### config.mk
export PLATFORM = sky130hd
export DESIGN_NAME = two_key_sorted_priority_queue
export DESIGN_NICKNAME = d
export VERILOG_FILES = /design/src/rtl/core/tksq_pkg.sv /design/src/rtl/core/tksq_ctrl.sv /design/src/rtl/core/tksq_datapath.sv /design/src/rtl/core/two_key_sorted_priority_queue.sv
export VERILOG_INCLUDE_DIRS = /design/src /design/src/rtl/core
export SDC_FILE = /design/constraint.sdc
export NUM_CORES = 2
export LEC_CHECK = 0
export BUFFER_PORTS_ARGS = -buffer_cell sky130_fd_sc_hd__buf_2
export CORE_ASPECT_RATIO = 1.75
export CORE_MARGIN = 10
export CORE_UTILIZATION = 55
export DETAILED_ROUTE_END_ITERATION = 6
export GPL_ROUTABILITY_DRIVEN = 0
export PLACE_DENSITY_LB_ADDON = 0.08
export RECOVER_POWER = 25
export SYNTH_ARGS = -nofsm -noshare
export SYNTH_HDL_FRONTEND = slang
export SYNTH_SLANG_ARGS = --single-unit
### constraint.sdc
create_clock -name clk -period 14.1 [get_ports clk]
set_clock_uncertainty 0.1 [all_clocks]
set_input_delay 0.705 -clock clk [delete_from_list [all_inputs] [get_ports clk]]
set_output_delay 0.705 -clock clk [all_outputs]
set_load 0.02 [all_outputs]
### src/rtl/core/assert_macros.svh
// Assertion macros used by the top RTL file of the sorted priority queue
`ifndef ASSERT_MACROS_SVH
`define ASSERT_MACROS_SVH

// Same-cycle implication, disabled while reset is held
`define ASSERT_IMPLY(lbl, clk, rst_n, ante, cons, msg) \
  lbl: assert property (@(posedge clk) disable iff (!rst_n) (ante) |-> (cons)) \
    else $error(msg);

// Next-cycle implication, disabled while reset is held
`define ASSERT_NEXT(lbl, clk, rst_n, ante, cons, msg) \
  lbl: assert property (@(posedge clk) disable iff (!rst_n) (ante) |=> (cons)) \
    else $error(msg);

`endif

### src/rtl/core/tksq_pkg.sv
// Types and codes shared by the two-key sorted priority queue modules
package tksq_pkg;

  // Command codes of an input beat
  typedef enum logic [1:0] {
    OP_INSERT  = 2'd0,
    OP_DEQUEUE = 2'd1,
    OP_CLEAR   = 2'd2,
    OP_NOP     = 2'd3
  } cmd_op_t;

  // Status codes of a result beat
  typedef enum logic [1:0] {
    ST_OK    = 2'd0,
    ST_FULL  = 2'd1,
    ST_EMPTY = 2'd2
  } status_t;

  // One stored entry; priority and treatment together form the sort key
  typedef struct packed {
    logic [7:0]  prio;
    logic [7:0]  treat;
    logic [15:0] tag;
  } entry_t;

  // Commands from the controller to the datapath
  typedef struct packed {
    logic capture;
    logic execute;
  } dp_cmd_t;

endpackage

### src/rtl/core/tksq_ctrl.sv
// Controller of the sorted priority queue: input capture, execute step, result beat
module tksq_ctrl (
  input  logic              clk,
  input  logic              rst_n,
  input  logic              in_valid,
  output logic              in_stall,
  output logic              out_valid,
  input  logic              out_stall,
  output tksq_pkg::dp_cmd_t cmd
);

  typedef enum logic [1:0] {
    S_IDLE = 2'b01,
    S_EXEC = 2'b10
  } state_t;

  state_t state_r, state_nxt;
  logic   out_valid_r, out_valid_nxt;

  // Sequence one beat: capture, then execute once the result register is free
  always_comb begin
    state_nxt     = state_r;
    out_valid_nxt = out_valid_r && out_stall;
    cmd           = '0;
    in_stall      = 1'b1;
    case (state_r)
      S_IDLE: begin
        in_stall = 1'b0;
        if (in_valid) begin
          cmd.capture = 1'b1;
          state_nxt   = S_EXEC;
        end
      end
      S_EXEC: begin
        if (!out_valid_r || !out_stall) begin
          cmd.execute   = 1'b1;
          out_valid_nxt = 1'b1;
          state_nxt     = S_IDLE;
        end
      end
      default: begin
        state_nxt = S_IDLE;
      end
    endcase
  end

  // Hold state and result valid
  always_ff @(posedge clk) begin
    if (!rst_n) begin
      state_r     <= S_IDLE;
      out_valid_r <= 1'b0;
    end else begin
      state_r     <= state_nxt;
      out_valid_r <= out_valid_nxt;
    end
  end

  assign out_valid = out_valid_r;

endmodule

### src/rtl/core/tksq_datapath.sv
// Datapath of the sorted priority queue: row of sorted entry cells and result register
module tksq_datapath #(
  parameter int DEPTH = 16,
  parameter int OCC_W = 5
) (
  input  logic              clk,
  input  logic              rst_n,
  input  tksq_pkg::dp_cmd_t cmd,
  input  logic [1:0]        in_command,
  input  logic [7:0]        in_priority_req,
  input  logic [7:0]        in_treatment,
  input  logic [15:0]       in_patient_tag,
  output logic              out_head_valid,
  output logic [7:0]        out_head_priority,
  output logic [7:0]        out_head_treatment,
  output logic [15:0]       out_head_tag,
  output logic [4:0]        out_entry_count,
  output logic [1:0]        out_status,
  output logic [OCC_W-1:0]  occupancy
);

  tksq_pkg::cmd_op_t       op_r;
  tksq_pkg::entry_t        new_r;
  tksq_pkg::entry_t        cells_r   [DEPTH];
  tksq_pkg::entry_t        cells_nxt [DEPTH];
  logic [OCC_W-1:0]        occ_r, occ_nxt;
  logic [DEPTH-1:0]        keep;
  logic                    full, empty;
  tksq_pkg::status_t       status_nxt;
  logic [OCC_W+4:0]        cnt_wide;
  tksq_pkg::entry_t        head_nxt;

  // Mark live cells whose key does not exceed the new key; a prefix, as the row is sorted
  always_comb begin
    for (int k = 0; k < DEPTH; k++) begin
      keep[k] = (OCC_W'(k) < occ_r) &&
                ({cells_r[k].prio, cells_r[k].treat} <= {new_r.prio, new_r.treat});
    end
  end

  assign full  = (occ_r == OCC_W'(DEPTH));
  assign empty = (occ_r == '0);

  // Work out the next row contents, occupancy and status
  always_comb begin
    cells_nxt  = cells_r;
    occ_nxt    = occ_r;
    status_nxt = tksq_pkg::ST_OK;
    case (op_r)
      tksq_pkg::OP_INSERT: begin
        if (full) begin
          status_nxt = tksq_pkg::ST_FULL;
        end else begin
          occ_nxt = occ_r + 1'b1;
          if (!keep[0]) begin
            cells_nxt[0] = new_r;
          end
          for (int k = 1; k < DEPTH; k++) begin
            if (!keep[k]) begin
              cells_nxt[k] = keep[k-1] ? new_r : cells_r[k-1];
            end
          end
        end
      end
      tksq_pkg::OP_DEQUEUE: begin
        if (empty) begin
          status_nxt = tksq_pkg::ST_EMPTY;
        end else begin
          occ_nxt = occ_r - 1'b1;
          for (int k = 0; k < DEPTH - 1; k++) begin
            cells_nxt[k] = cells_r[k+1];
          end
        end
      end
      tksq_pkg::OP_CLEAR: begin
        occ_nxt = '0;
      end
      tksq_pkg::OP_NOP: begin
      end
      default: begin
      end
    endcase
  end

  assign head_nxt = cells_nxt[0];
  assign cnt_wide = {5'd0, occ_nxt};

  // Capture the input beat
  always_ff @(posedge clk) begin
    if (cmd.capture) begin
      op_r        <= tksq_pkg::cmd_op_t'(in_command);
      new_r.prio  <= in_priority_req;
      new_r.treat <= in_treatment;
      new_r.tag   <= in_patient_tag;
    end
  end

  // Advance the entry row; entries need no reset
  always_ff @(posedge clk) begin
    if (cmd.execute) begin
      cells_r <= cells_nxt;
    end
  end

  // Hold occupancy
  always_ff @(posedge clk) begin
    if (!rst_n) begin
      occ_r <= '0;
    end else if (cmd.execute) begin
      occ_r <= occ_nxt;
    end
  end

  // Load the result register
  always_ff @(posedge clk) begin
    if (cmd.execute) begin
      out_head_valid     <= (occ_nxt != '0);
      out_head_priority  <= (occ_nxt != '0) ? head_nxt.prio  : 8'd0;
      out_head_treatment <= (occ_nxt != '0) ? head_nxt.treat : 8'd0;
      out_head_tag       <= (occ_nxt != '0) ? head_nxt.tag   : 16'd0;
      out_entry_count    <= cnt_wide[4:0];
      out_status         <= status_nxt;
    end
  end

  assign occupancy = occ_r;

endmodule

### src/rtl/core/two_key_sorted_priority_queue.sv
// A result beat is offered once its captured input beat has passed the execute step,
// which waits while an earlier result is held by a stalled output. Each command is a
// capture, then one execute step (every entry cell compares and shifts in parallel),
// before the next input beat is taken, which may be while a result waits on a stalled output.
// Reset (synchronous, active low) empties the queue and clears the handshake;
// entry cells are not reset.
`include "assert_macros.svh"

module two_key_sorted_priority_queue #(
  parameter int DEPTH = 16
) (
  input  logic        clk,
  input  logic        rst_n,
  input  logic        in_valid,
  output logic        in_stall,
  input  logic [1:0]  in_command,
  input  logic [7:0]  in_priority_req,
  input  logic [7:0]  in_treatment,
  input  logic [15:0] in_patient_tag,
  output logic        out_valid,
  input  logic        out_stall,
  output logic        out_head_valid,
  output logic [7:0]  out_head_priority,
  output logic [7:0]  out_head_treatment,
  output logic [15:0] out_head_tag,
  output logic [4:0]  out_entry_count,
  output logic [1:0]  out_status
);

  localparam int OCC_W = $clog2(DEPTH + 1);

  tksq_pkg::dp_cmd_t cmd;
  logic [OCC_W-1:0]  occupancy;
  logic              in_accept;
  logic              out_empty;
  logic              head_zero;

  tksq_ctrl u_ctrl (
    .clk       (clk),
    .rst_n     (rst_n),
    .in_valid  (in_valid),
    .in_stall  (in_stall),
    .out_valid (out_valid),
    .out_stall (out_stall),
    .cmd       (cmd)
  );

  tksq_datapath #(
    .DEPTH (DEPTH),
    .OCC_W (OCC_W)
  ) u_datapath (
    .clk                (clk),
    .rst_n              (rst_n),
    .cmd                (cmd),
    .in_command         (in_command),
    .in_priority_req    (in_priority_req),
    .in_treatment       (in_treatment),
    .in_patient_tag     (in_patient_tag),
    .out_head_valid     (out_head_valid),
    .out_head_priority  (out_head_priority),
    .out_head_treatment (out_head_treatment),
    .out_head_tag       (out_head_tag),
    .out_entry_count    (out_entry_count),
    .out_status         (out_status),
    .occupancy          (occupancy)
  );

  // Terms watched by the checks below
  assign in_accept = in_valid && !in_stall;
  assign out_empty = out_valid && !out_head_valid;
  assign head_zero = (out_head_priority == 8'd0) && (out_head_treatment == 8'd0) &&
                     (out_head_tag == 16'd0);

  // Occupancy never passes the queue depth
  `ASSERT_IMPLY(a_occ_bound, clk, rst_n, 1'b1, occupancy <= OCC_W'(DEPTH), "occupancy above depth")

  // An accepted beat is executed before another is taken
  `ASSERT_NEXT(a_busy_after_accept, clk, rst_n, in_accept, in_stall, "beat taken while busy")

  // An empty queue reports a zero head
  `ASSERT_IMPLY(a_empty_head_zero, clk, rst_n, out_empty, head_zero, "nonzero head on empty queue")

endmodule

==> impl_metrics.yaml <==
status:
  status: "complete, but fails checks"
  violations: "capacitance limit, slew limit"
synthesis:
  synthAdderAreaFrac_pct: 9.42
  synth-seq-cells: 594
  synth_cell_types: 76
  synth_top_area_share_pct: 51.1
  synth_mux_area_share_pct: 3.87
  netlist_top_cells_count: "edfxtp_1, ha_1, a221o_1"
  synthArstFlopShare_pct: 0
  yosysTopAreaCell: "edfxtp_1"
  synth_compound_area_share_pct: 19.4
  synth_area_per_cell_um2: 11.8
  synth_xor_area_share_pct: 0.0255
  synth_ff_type: "edfxtp_1"
  synth-simple-area-share_pct: 12.1
  synth_nets: 3223
  synth_top_family_by_area: "compound AO/OA/AOI/OAI gates"
  yosys-top-cells-area: "edfxtp_1, ha_1, a221o_1"
  yosysMostFrequentCell: "edfxtp_1"
  yosysSeqAreaShare_pct: 51.6
  netlist_instances: 2926
  synth-edff-count: 586
  synth_area_um2: 34400
  yosys_warnings: 0
sta:
  worst_pin_slew_ps: 3320
  fmax_ghz: 0.117
  setup_violations: 0
  rsz0062_at_grt: "false"
  finalMaxSlewViolations: 320
  min_period_ps: 8540
  hold_violations: 0
  relSlewSlack_pct: -121
  period_share_pct: 60.6
  worst_hold_slack_ps: 92.9
  fin_tns_setup_ps: 0
hold_path:
  min_from: "in_command[1]"
  hp-class: "primary input to flip-flop"
  hold-path-endpoint: "u_datapath.op_r[1]$_DFFE_PP_"
  whs_path_depth: 1
floorplanning:
  fp.dieArea_um2: 73400
  io_pins: 80
  coreArea_um2: 62100
  die_y_um: 351
  rows: 121
  die_w_um: 209
  initial_utilization_pct: 55.4
route:
  vias: 27600
  drt_iter0_markers: 3985
  avgViaCountPerCell: 7.39
  wl_per_cell_um: 33.5
  wl_um: 125000
  drt_pass1_iterations: 6
  drtAntennaViolNets: 0
  drc_errors: 0
setup_path:
  end_kind: "flip-flop"
  cp-start-kind: "flip-flop"
  slowest_stage: "clkbuf_1"
  path_max_fanout: 56
  worstPathArrival_ps: 8810
  r2r-end: "u_datapath.out_head_treatment[0]$_SDFFCE_PN0P_"
  slowest_delay_ps: 2070
  reg2regPathDepth: 11
  crit_type: "flip-flop to flip-flop"
  critical_path_required_ps: 14370
  reg2reg_slack_ps: 5560
  r2r_start: "u_datapath.op_r[1]$_DFFE_PP_"
  path_cells: "nor2_4 > clkbuf_1 > nand2_1 > clkbuf_1 > buf_4 > o22ai_1 > o22a_1 > or3_4 > nor3_4 > buf_4 > a211oi_1"
global_routing:
  track_usage_pct: 32.9
  grt_max_degree: 111
  antenna_found_initial: 2
  grt_pass1_wl_um: 180000
  busiest_layer: "met2"
  grtUsageMet3_pct: 7.33
  grt_pass1_vias: 27500
  grtUsageMet1_pct: 37.9
  grt-ovfl-total: 0
  met2_usage_pct: 53.1
finish:
  fin_area_um2: 37200
  area_delta_synth_final_pct: 8.25
  fillers: 5142
  final_util_pct: 60.0
  nets: 3180
  drive_gt1_share_pct: 8.91
cts:
  cts.sinks: 594
  htree_levels: 2
  hold_buffers: 0
  post_cts_buffers: 0
  clock_latency_ps: 690
  clk_pin_slew_worst_paths_ps: 70
  cts_buffer_depth: 3
  cts-root-buf: "clkbuf_16"
  cts_resized: 0
  cts-buffers-inserted: 55
  cts_tree: "done"
placed_design:
  place_hpwl_um: 82000
  io_buffer_count: 79
  postPlaceCellArea_um2: 35600
pwr:
  power_per_cell_area_nw_per_um2: 108
  ir_drop_uv: 113
  cellLeakagePower_uw: 0.0139
flow_run:
  maxCapViolCount: 11
## flip-flops by register name, summed over array words and instances, names as in the netlist
name	cells
u_datapath.occupancy	5
u_datapath.out_status	2
u_ctrl.state_r	2
u_datapath.new_r	32
u_datapath.out_head_treatment	8
u_datapath.op_r	2
u_datapath.out_head_tag	16
u_datapath.out_head_priority	8
u_datapath.cells_r	512
u_datapath.out_entry_count	5
u_ctrl.out_valid	1
u_datapath.out_head_valid	1
## per-layer routing
| layer | wire length [µm] | part of all wire, % |
|---|---|---|
| met3 | 12700 | 10 |
| met2 | 58000 | 46 |
| met4 | 10900 | 8.7 |
| met5 | 13 | 0.010 |
| met1 | 43500 | 35 |
## cells in the final DEF, fill, tap and decap left out, drive strengths merged, types with 32 or more instances in the layout
| master | n |
|---|---|
| mux2 | 32 |
| edfxtp | 586 |
| nand4 | 54 |
| and3 | 99 |
| a211o | 33 |
| a221o | 257 |
| a22o | 57 |
| o21ai | 144 |
| clkbuf | 124 |
| and2 | 192 |
| a22oi | 52 |
| ha | 259 |
| nand3 | 38 |
| mux2i | 97 |
| buf | 71 |
| a21oi | 124 |
| nor2 | 77 |
| inv | 68 |
| nand2 | 245 |
## per-stage QoR
stage               instances  total power (µW)  worst slack [ps]
finish                   3730              4040              5560
CTS                      3727              4030              8450
global placement         3624              2440              8650
detailed placement       3624              2460              8480
global route             3728              4130              5450
floorplan                2926              2300              9380
## layout make-up
cell class | instances | area (µm²) | share of cell area (%)
timing repair buffer | 133 | 702 | 1.88
clock inverter | 41 | 464 | 1.25
clock buffer | 62 | 1410 | 3.79
sequential | 594 | 17800 | 47.7
inverter | 67 | 253 | 0.679
antenna | 2 | 5.00 | 0.0134
multi-input combinational | 2032 | 15700 | 42.0
tap | 799 | 1000 | 2.68
## where the power goes
part	switching [µW]	internal (µW)	leakage, µW
clock	726	874	0.000914
combinational	285	143	0.00748
sequential	43.1	1960	0.00546
## critical path: cells and delay by family (launching register included)
kind | cells | cell delay, ps
AND/OR/NAND/NOR | 4 | 2490
buffers and inverters | 4 | 4100
flip-flops | 1 | 930
AO/OA/AOI/OAI | 3 | 510
## kinds of logic after synthesis
logic type / count (synthesis)
flops: 594
compound gates: 855
fa+ha+maj: 259
simple gates: 788
xor+xnor: 1
mux: 129
buf+inv: 300
## how the worst max path moves through the flow
stage                     slack, ps  cells past startpoint                                              to                                  from
final                          5560                     11  u_datapath.out_head_treatment[0]$_SDFFCE_PN0P_          u_datapath.op_r[1]$_DFFE_PP_
after global routing           5450                     11  u_datapath.out_head_treatment[0]$_SDFFCE_PN0P_          u_datapath.op_r[1]$_DFFE_PP_
after CTS                      8450                     10               u_datapath.cells_r[246]$_DFFE_PP_        u_datapath.new_r[30]$_DFFE_PP_
after detailed placement       8480                     10               u_datapath.cells_r[234]$_DFFE_PP_        u_datapath.new_r[30]$_DFFE_PP_
after global placement         8650                     10               u_datapath.cells_r[227]$_DFFE_PP_        u_datapath.new_r[30]$_DFFE_PP_
after floorplan                9380                      9                 u_datapath.cells_r[0]$_DFFE_PP_  u_datapath.occupancy[0]$_SDFFE_PN0P_
(Power assumes the default switching activity.)
